### config.mk
export PLATFORM = sky130hd
export DESIGN_NAME = kdns_front
export DESIGN_NICKNAME = d
export VERILOG_FILES = /design/src/design/kdns_pkg.sv /design/src/design/kdns_front.sv
export SDC_FILE = /design/constraint.sdc
export NUM_CORES = 1
export LEC_CHECK = 0
export BUFFER_PORTS_ARGS = -buffer_cell sky130_fd_sc_hd__buf_4
export CORE_MARGIN = 2
export CORE_UTILIZATION = 50
export CTS_CLUSTER_DIAMETER = 100
export DETAILED_ROUTE_END_ITERATION = 7
export GPL_TIMING_DRIVEN = 0
export HOLD_SLACK_MARGIN = 0.15
export PLACE_DENSITY = 0.79
export SYNTH_ARGS = -nofsm -noshare
export SYNTH_HDL_FRONTEND = slang
export SYNTH_SLANG_ARGS = --single-unit
export TNS_END_PERCENT = 100
### constraint.sdc
create_clock -name clk -period 3.3 [get_ports clk]
set_input_delay 0.66 -clock clk [delete_from_list [all_inputs] [get_ports clk]]
set_output_delay 0.66 -clock clk [all_outputs]
set_load 0.02 [all_outputs]
### src/design/kdns_pkg.sv
// Shared types and constants for the kd-tree nearest search block.
package kdns_pkg;
  localparam int MaxNodes  = 1024;
  localparam int Dims      = 3;
  localparam int CoordBits = 16;
  localparam int AddrBits  = $clog2(MaxNodes);
  localparam int CntBits   = AddrBits + 1;
  localparam int DistBits  = 35;
  localparam int OutBits   = 34;
  localparam int QDepth    = 2;
  localparam logic [DistBits-1:0] BestNone = {DistBits{1'b1}};
  localparam logic [DistBits-1:0] DistSat  = BestNone - 1'b1;

  localparam logic CmdLoad  = 1'b0;
  localparam logic CmdQuery = 1'b1;

  typedef logic signed [CoordBits-1:0] coord_t;

  typedef struct packed {
    logic             cmd;
    logic [AddrBits-1:0] addr;
    logic [1:0]       dim;
    coord_t [3:0]     pt;
  } item_t;

  typedef enum logic [3:0] {
    S_IDLE, S_LOAD, S_DREAD, S_DTEST, S_UREAD, S_UTEST,
    S_DIST0, S_DIST1, S_DIST2, S_DIST3, S_DECIDE, S_DONE
  } state_t;
endpackage

### src/design/kdns_front.sv
// Front part: accepts requests, zeroes unused coordinates and queues them.
module kdns_front
  import kdns_pkg::*;
(
  input  logic        clk,
  input  logic        rst,
  input  logic        s_valid,
  output logic        s_ready,
  input  item_t       s_item,
  output logic        q_valid,
  input  logic        q_take,
  output item_t       q_item
);
  item_t slots [QDepth];
  logic [$clog2(QDepth)-1:0] wp, rp;
  logic [$clog2(QDepth):0]   fill;
  item_t clean;
  logic push, pop;

  always_comb begin
    clean = s_item;
    for (int k = 0; k < 4; k++) begin
      if (k >= Dims) clean.pt[k] = '0;
    end
  end

  assign s_ready = (fill != ($clog2(QDepth)+1)'(QDepth));
  assign q_valid = (fill != '0);
  assign q_item  = slots[rp];
  assign push = s_valid && s_ready;
  assign pop  = q_valid && q_take;

  always_ff @(posedge clk) begin
    if (push) slots[wp] <= clean;
    if (rst) begin
      wp <= '0;
      rp <= '0;
      fill <= '0;
    end else begin
      if (push) wp <= wp + 1'b1;
      if (pop) rp <= rp + 1'b1;
      fill <= fill + {{$clog2(QDepth){1'b0}}, push} - {{$clog2(QDepth){1'b0}}, pop};
    end
  end
endmodule

# --- Word level (Yosys, flattened, before mapping) ---
# Memory sizes are Yosys's and may differ from the RTL's. A register that Yosys moved wholly into a read port is not among the register bits.
# Index checks and enable logic that the tools add are counted.
# W data, S select, Z words.
op_classes:
  addsub: 4
  n_eq_ne: 1
  n_mux: 4
  reduce_logical: 3
op_table:
  columns: ["operator", "count"]
  rows:
  - ["$mux W1", 4]
  - ["$add A1 B1 Y1 const B", 2]
  - ["$add A2 B1 Y2", 1]
  - ["$logic_and A1 B1 Y1", 2]
  - ["$ne A2 B2 Y1 const B", 1]
  - ["$reduce_bool A2 Y1", 1]
  - ["$sub A2 B1 Y2", 1]
totals:
  reg_bits: 4
  ram_bits: 122
  out_inout_bits: 79
  word_cells: 16
  mem_count: 1
memory_table:
  columns: ["memory", "depth", "word_bits", "rd", "rd_clocked_by_memory_dff", "write_ports", "line_no", "source"]
  rows:
  - ["slots", 2, 61, 1, 1, 1, "kdns_front.sv:14", "item_t slots [QDepth];"]

# --- Logic depth before layout (Yosys ltp) ---
# Gate-level depths: netlist (run 1).
depth:
  depth_word: 4
  ltp_mapped: 6

# --- Least setup slack after synthesis (run 1) ---
# No wires, ideal clock.
synth_timing:
  kind: "reg-to-reg"
  startpoint: "register fill[0]"
  endpoint: "memory slots[1][0] in the netlist's numbering (enable)"
  t_arrival_ps: 2231
  required_time_ps: 2874
  setup_slack_ps: 643
  path_stages_with_launch: 3
  path_buffers: 0
  synth_period_minus_slack_ps: 2657
  path_cell_list: "dfxtp_1 nand2b_1 and3_1"
synth_via:
  elab_chain_cells: 4
synth_lines:
  columns: ["element", "line_no", "source"]
  rows:
  - ["from (decl)", "kdns_front.sv:16", "logic [$clog2(QDepth):0] fill;"]
  - ["from (signal assigned)", "kdns_front.sv:42", "fill <= fill + {{$clog2(QDepth){1'b0}}, push} - {{$clog2(QDepth){1'b0}}, pop};"]
  - ["$ne A2 B2 Y1", "kdns_front.sv:27", "assign s_ready = (fill != ($clog2(QDepth)+1)'(QDepth));"]
  - ["named net s_ready", "kdns_front.sv:8", "output logic s_ready,"]
  - ["$logic_and A1 B1 Y1", "kdns_front.sv:30", "assign push = s_valid && s_ready;"]
  - ["$mux W1", "kdns_front.sv:34", "if (push) slots[wp] <= clean;"]
  - ["$mux W1 (not written as such)", "kdns_front.sv:34", null]
  - ["to (decl)", "kdns_front.sv:14", null]
# The timed path passes the listed nets, and every way through them passes these cells.

==> results of run 1 <==
[worst paths after layout]
kind	slack, ns	depth (start not counted)	end
setup / recovery	0.81	4	q_item[34]
hold / removal	0.35	1	slots[0][12]
setup reg to reg	1.32	4	slots[0][2]
hold reg to reg	0.50	2	flip-flop
[area by class of cell]
| class | count | area (sq um) | share of cell area [%] |
|---|---|---|---|
| inverter | 1 | 3.75 | 0.0579 |
| clock inverter | 12 | 97.6 | 1.51 |
| buffer | 23 | 155 | 2.39 |
| tap | 129 | 161 | 2.49 |
| timing repair buffer | 128 | 973 | 15.0 |
| multi-input combinational | 100 | 906 | 14.0 |
| sequential | 127 | 3760 | 58.1 |
| clock buffer | 19 | 422 | 6.50 |
[report_power, final]
part           leakage, nW  internal (W)  total, W  switching (W)
combinational         1.09      0.000552   0.00117       0.000622
sequential            1.18       0.00196   0.00201      0.0000463
clock                0.257      0.000984   0.00161       0.000622
total                 2.53       0.00350   0.00479        0.00129
[stage by stage]
stage                     worst slack [ns]  power, W  utilization, %  hold WS [ns]  area, sq um
after detailed placement              1.21   0.00323            64.5         0.497         5960
after global routing                 0.701   0.00498            70.2         0.321         6480
after floorplan                      0.643   0.00276               -         0.472         4820
final                                0.815   0.00479            70.2         0.347         6480
after CTS                            0.770   0.00484            70.2         0.322         6480
after global placement              -0.136   0.00320            64.3         0.484         5940
[state kept, by name, indices dropped and copies added, names as in the netlist, named ones only]
name	count
wp	1
slots	122
fill	2
rp	1
[cells in the final DEF, fill, tap and decap left out, drive strengths merged]
cell type,instances
a211oi,1
a21bo,2
a21oi,1
a32oi,1
and2b,1
and3,1
buf,151
bufinv,1
clkbuf,19
clkinv,9
clkinvlp,2
conb,16
dfxtp,5
edfxtp,122
ha,1
inv,1
mux2,62
nand2b,1
nand3,1
nand3b,1
nor2,5
nor2b,2
o21ai,2
or2,1
xor2,1
[per-layer routing]
metal	vias up	track usage, %	wire length, um
met1	1237	17.7	3260
met4	0	5.93	62
met2	82	28.4	4500
met5	-	0	0
met3	6	6.00	487
li1	1204	-	-
[logic make-up (layout without fill, tap and decap cells)]
kind of cell,Yosys count,after routing,synth area share (%)
other,1,16,0.0787
muxes,62,62,14.6
DFF,127,127,79.0
adders and majority gates,1,1,0.262
buffers and inverters,24,183,3.33
and+or+nand+nor,13,13,1.47
AOI/OAI and AO/OA,7,7,1.08
xor gates and xnor gates,1,1,0.184
==> reports/results.tsv, run 1 <==
stage	metric	value	unit
placement	gp_congestion	0.674	
cts	clockBufferDepth	2	
setup_path	start_kind	flip-flop	
logic_synthesis	netlist_instances	236	
setup_path	cp-end-kind	output pin	
cts	cts_setup_buffers	0	
logic_synthesis	synthesis.area	4770	sq um
setup_path	r2r-start	fill[0]	
finish	layout.cells.non_filler	539	
routing	postRouteAntennaNets	0	
routing	drt_iter0_drc	77	
pwr	power_density	739	nW/um^2
die	start_util	51.6	%
setup_path	cp_top_family	buffers and inverters	
sta	clock_skew	0.00886	ns
setup_path	path_max_fanout	10	
grt	grt_antenna_before_repair	0	
die	die_h	102	um
sta	final-setup-viol-count	0	
logic_synthesis	synth-seq-cells	127	
cts	clk_latency	0.49	ns
sta	grt_setup_unrepaired	false	
cts	clock_sink_count	127	
sta	setup_tns	0	ns
setup_path	required	2.64	ns
logic_synthesis	synth_edf_count	122	
grt	grt.overflow.total	0	
logic_synthesis	ys_warn_count	0	
setup_path	cp_slowest_cell	mux2_2	
placement	dp_hpwl	5.53	mm
finish	diodes	0	
die	die_w	102	um
pwr	ir_drop	0.407	mV
setup_path	worst-path-buf-inv	3	
logic_synthesis	async_flop_share	0	%
logic_synthesis	synth.avg_cell_area	20.2	sq um
die	row_count	35	
sta	maxSlewViolCount	0	
cts	clk_pin_slew_worst_paths	0.06	ns
logic_synthesis	synthTopCellsByArea	edfxtp_1, mux2_2, buf_4	
finish	nets	480	
placement	port_buffers	127	
sta	finalCritPeriodShare	75.3	%
grt	grt_max_degree	62	
finish	fillers	597	
run_status	status	finished clean	
cts	cts_resized	0	
setup_path	cp_cell_sequence	buf_2 > buf_2 > mux2_2 > buf_4	
cts	cts_tree	yes	
sta	finalHoldViolations	0	
logic_synthesis	yosysMostFrequentCell	edfxtp_1	
finish	drive_above_1_share	59.8	%
die	io_pins	160	
setup_path	crit_top_cell	buf_2	
logic_synthesis	ys_types	24	
grt	first_global_vias	2618	
placement	place_inst	508	
cts	cts_root_buffer	clkbuf_8	
setup_path	cp_slowest_stage_delay	0.38	ns
logic_synthesis	synth_top_area_cell	edfxtp_1	
grt	grt_pass1_wl	12.3	mm
routing	first_pass_iters	4	
sta	tightest_slew	0.848	ns
logic_synthesis	yosysSeqAreaShare	79.0	%
worst_hold_path	hold_path_class	in -> reg	
routing	vias	2529	
worst_hold_path	min_from	s_item[12]	
flow_run	maxCapViolations	0	
pwr	cellLeakagePower	2.53	nW
logic_synthesis	synth_top_area_share	76.9	%
cts	cts_max_level	4	
routing	drcViolationCount	0	
die	core-area	9240	sq um
sta	max_freq	402	MHz
die	fp.dieArea	10300	sq um
finish	area_growth	36.0	%
sta	relSlewSlack	43.5	%
sta	fin_crit	2.49	ns
grt	grt_usage	16.1	%
routing	routedWlPerCell	15.4	um
cts	numCtsBuffers	17	
routing	drt-total-wl	8.31	mm
logic_synthesis	ys.flop_type	edfxtp_1	
routing	via_per_inst	4.69	
setup_path	crit_type	reg -> out	
cts	postCtsHoldBufs	0	
logic_synthesis	synth_common_cells	edfxtp_1, mux2_2, buf_4	
setup_path	arrival	1.83	ns
(Power assumes the default switching activity.)
==> run 2: changes to the inputs <==
- clock period: 3.3 -> 2.4 ns (I/O delays scaled with it)
==> run 2 against run 1 <==
  * Clock-buffer cell count stayed put
  * Register-to-register slack worse by 0.96 ns
  * Hold slack worse by 0.17 ns
  * Critical path depth is the same
==> reports/results.tsv, run 2 (same netlist as run 1, synthesis figures left out) <==
stage	metric	value	unit	change
setup_path	reg2regPathDepth	3		was 4
placement	placed_cell_area	5950	sq um	was 5960 sq um
routing	vias	2755		was 2,529
routing	drt-total-wl	9.52	mm	was 8.31 mm
setup_path	arrival	1.80	ns	was 1.83 ns
placement	dp_hpwl	5.20	mm	was 5.53 mm
sta	grt_setup_unrepaired	false		unchanged
cts	clk_pin_slew_worst_paths	0.06	ns	about the same
sta	max_freq	439	MHz	
setup_path	cp_slowest_cell	mux2_2		unchanged
sta	fin_crit	2.28	ns	
setup_path	r2r-start	fill[0]		unchanged
sta	clock_skew	0.00758	ns	was 0.00886 ns
setup_path	crit_top_cell	buf_2		unchanged
die	die_h	102	um	unchanged
die	core-area	9240	sq um	unchanged
sta	relSlewSlack	41.7	%	was 43.5%
pwr	cellLeakagePower	2.76	nW	was 2.53 nW
cts	clk_latency	0.49	ns	about the same
die	row_count	35		unchanged
setup_path	cp.depth	4		unchanged
setup_path	path_max_fanout	10		unchanged
setup_path	cp_cell_sequence	buf_2 > buf_2 > mux2_2 > buf_4		unchanged
flow_run	maxCapViolations	0		unchanged
finish	drive_above_1_share	52.7	%	was 59.8%
routing	postRouteAntennaNets	0		unchanged
finish	final_common_cell	buf_4		unchanged
finish	reg_top3	slots: 122 flops, fill: 2 flops		unchanged
finish	area_growth	48.5	%	was 36.0%
sta	fin_ws	0.122	ns	was 0.815 ns
cts	clockBufferDepth	2		unchanged
routing	drt_iter0_drc	106		was 77
routing	routedWlPerCell	16.0	um	was 15.4 um
cts	clock_sink_count	127		unchanged
sta	finalCritPeriodShare	94.9	%	
placement	post-place-ws	-0.183	ns	was 1.21 ns
setup_path	crit_end	q_item[20]		was q_item[34]
grt	grt_antenna_before_repair	0		unchanged
setup_path	start_kind	flip-flop		unchanged
grt	grt_pass1_wl	13.6	mm	was 12.3 mm
finish	final_cell_area	7080	sq um	was 6480 sq um
routing	drcViolationCount	0		unchanged
grt	grt_usage	18.0	%	was 16.1%
routing	first_pass_iters	4		unchanged
pwr	power_density	984	nW/um^2	was 739 nW/um^2
grt	first_global_vias	2897		was 2,618
finish	largest_register	slots		unchanged
finish	largest_reg_flops	122		unchanged
cts	cts_setup_buffers	0		unchanged
placement	gp_congestion	0.683		was 0.674
setup_path	worst-path-buf-inv	3		unchanged
setup_path	crit_type	reg -> out		unchanged
die	fp.dieArea	10300	sq um	unchanged
setup_path	cp-end-kind	output pin		unchanged
grt	grt_max_degree	62		unchanged
worst_hold_path	hold_path_class	in -> reg		unchanged
sta	final-setup-viol-count	0		unchanged
die	die_w	102	um	unchanged
pwr	ir_drop	0.608	mV	was 0.407 mV
setup_path	cp_top_family	buffers and inverters		unchanged
sta	maxSlewViolCount	0		unchanged
finish	diodes	0		unchanged
placement	port_buffers	127		unchanged
routing	via_per_inst	4.64		was 4.69
finish	nets	534		was 480
cts	cts_max_level	4		unchanged
setup_path	required	1.92	ns	was 2.64 ns
finish	final_cell_mix	buf_4, edfxtp_1, mux2_2, dlygate4sd3_1		was buf_4, edfxtp_1, mux2_2, conb_1, clkbuf_16
run_status	status	finished clean		unchanged
cts	cts_root_buffer	clkbuf_8		unchanged
die	io_pins	160		unchanged
grt	grt.overflow.total	0		unchanged
cts	numCtsBuffers	17		unchanged
setup_path	r2r_end	slots[0][57]		was slots[0][2]
die	start_util	51.6	%	unchanged
setup_path	cp_slowest_stage_delay	0.38	ns	about the same
sta	finalHoldViolations	0		unchanged
cts	cts_tree	yes		unchanged
sta	tightest_slew	0.874	ns	was 0.848 ns
setup_path	r2r_slack	0.36	ns	was 1.32 ns
## run 2: cell count changes in the layout (fill, tap and decap cells not counted)
cell,change
inv_6,+2
inv_2,-1
clkinvlp_4,+4
clkinv_1,+1
dlygate4sd3_1,+54
bufinv_16,+2
buf_12,-1
clkinv_2,-6
## run 2: routing by layer
layer	global-route usage [%]	up-vias	wire, um
met5	0	-	0
met4	6.44	0	113
met3	6.76	13	548
met2	31.7	102	5080
met1	19.9	1327	3780
li1	-	1313	-
## run 2: power by group
group          switching [W]  internal [W]  total (W)
registers          0.0000657       0.00270    0.00277
logic               0.000893      0.000806    0.00170
clock network       0.000913       0.00159    0.00250
total                0.00187       0.00509    0.00696
## run 2: final cells by class
type | instances | area (sq um)
clock inverters | 13 | 164
flip-flops and latches | 127 | 3760
inverters | 1 | 7.51
well taps | 129 | 161
plain buffers | 23 | 155
repair inverters | 1 | 7.51
repair buffers | 181 | 1490
clock buffers | 19 | 422
fillers | 521 | 2160
multi-input cells | 100 | 906
## run 2: worst reg2reg max path, cell delays in order (launching register included)
cell        delay [ns]
dfxtp_1           0.37
nand2b_1          0.22
nand3b_1          0.27
clkinvlp_4        0.69
## run 2: worst min path at each step
stage	start	to	slack (ns)	cells past startpoint
floorplan	rp	flip-flop	0.47	2
global placement	rp	rp	0.48	2
detailed placement	rp	flip-flop	0.50	2
CTS	s_item[23]	slots[0][23]	0.15	1
global route	s_item[35]	slots[1][35]	0.15	1
finish	s_item[29]	slots[0][29]	0.18	1
## run 2: metrics by stage
step	cells	util [%]	total power [W]	TNS [ns]	hold slack [ns]
final	594	76.6	0.00696	0	0.175
after global routing	594	76.6	0.00723	0	0.150
after CTS	578	74.9	0.00699	0	0.150
after detailed placement	507	64.4	0.00443	-10.98	0.501
after global placement	507	64.3	0.00440	-10.34	0.484
after floorplan	251	-	0.00379	0	0.472
## run 2: timing repair
action,4_1_cts,5_1_grt
resized for setup,1,0
endpoints found under the setup margin,61,0
hold buffers,38,16
hold endpoints to repair,68,31
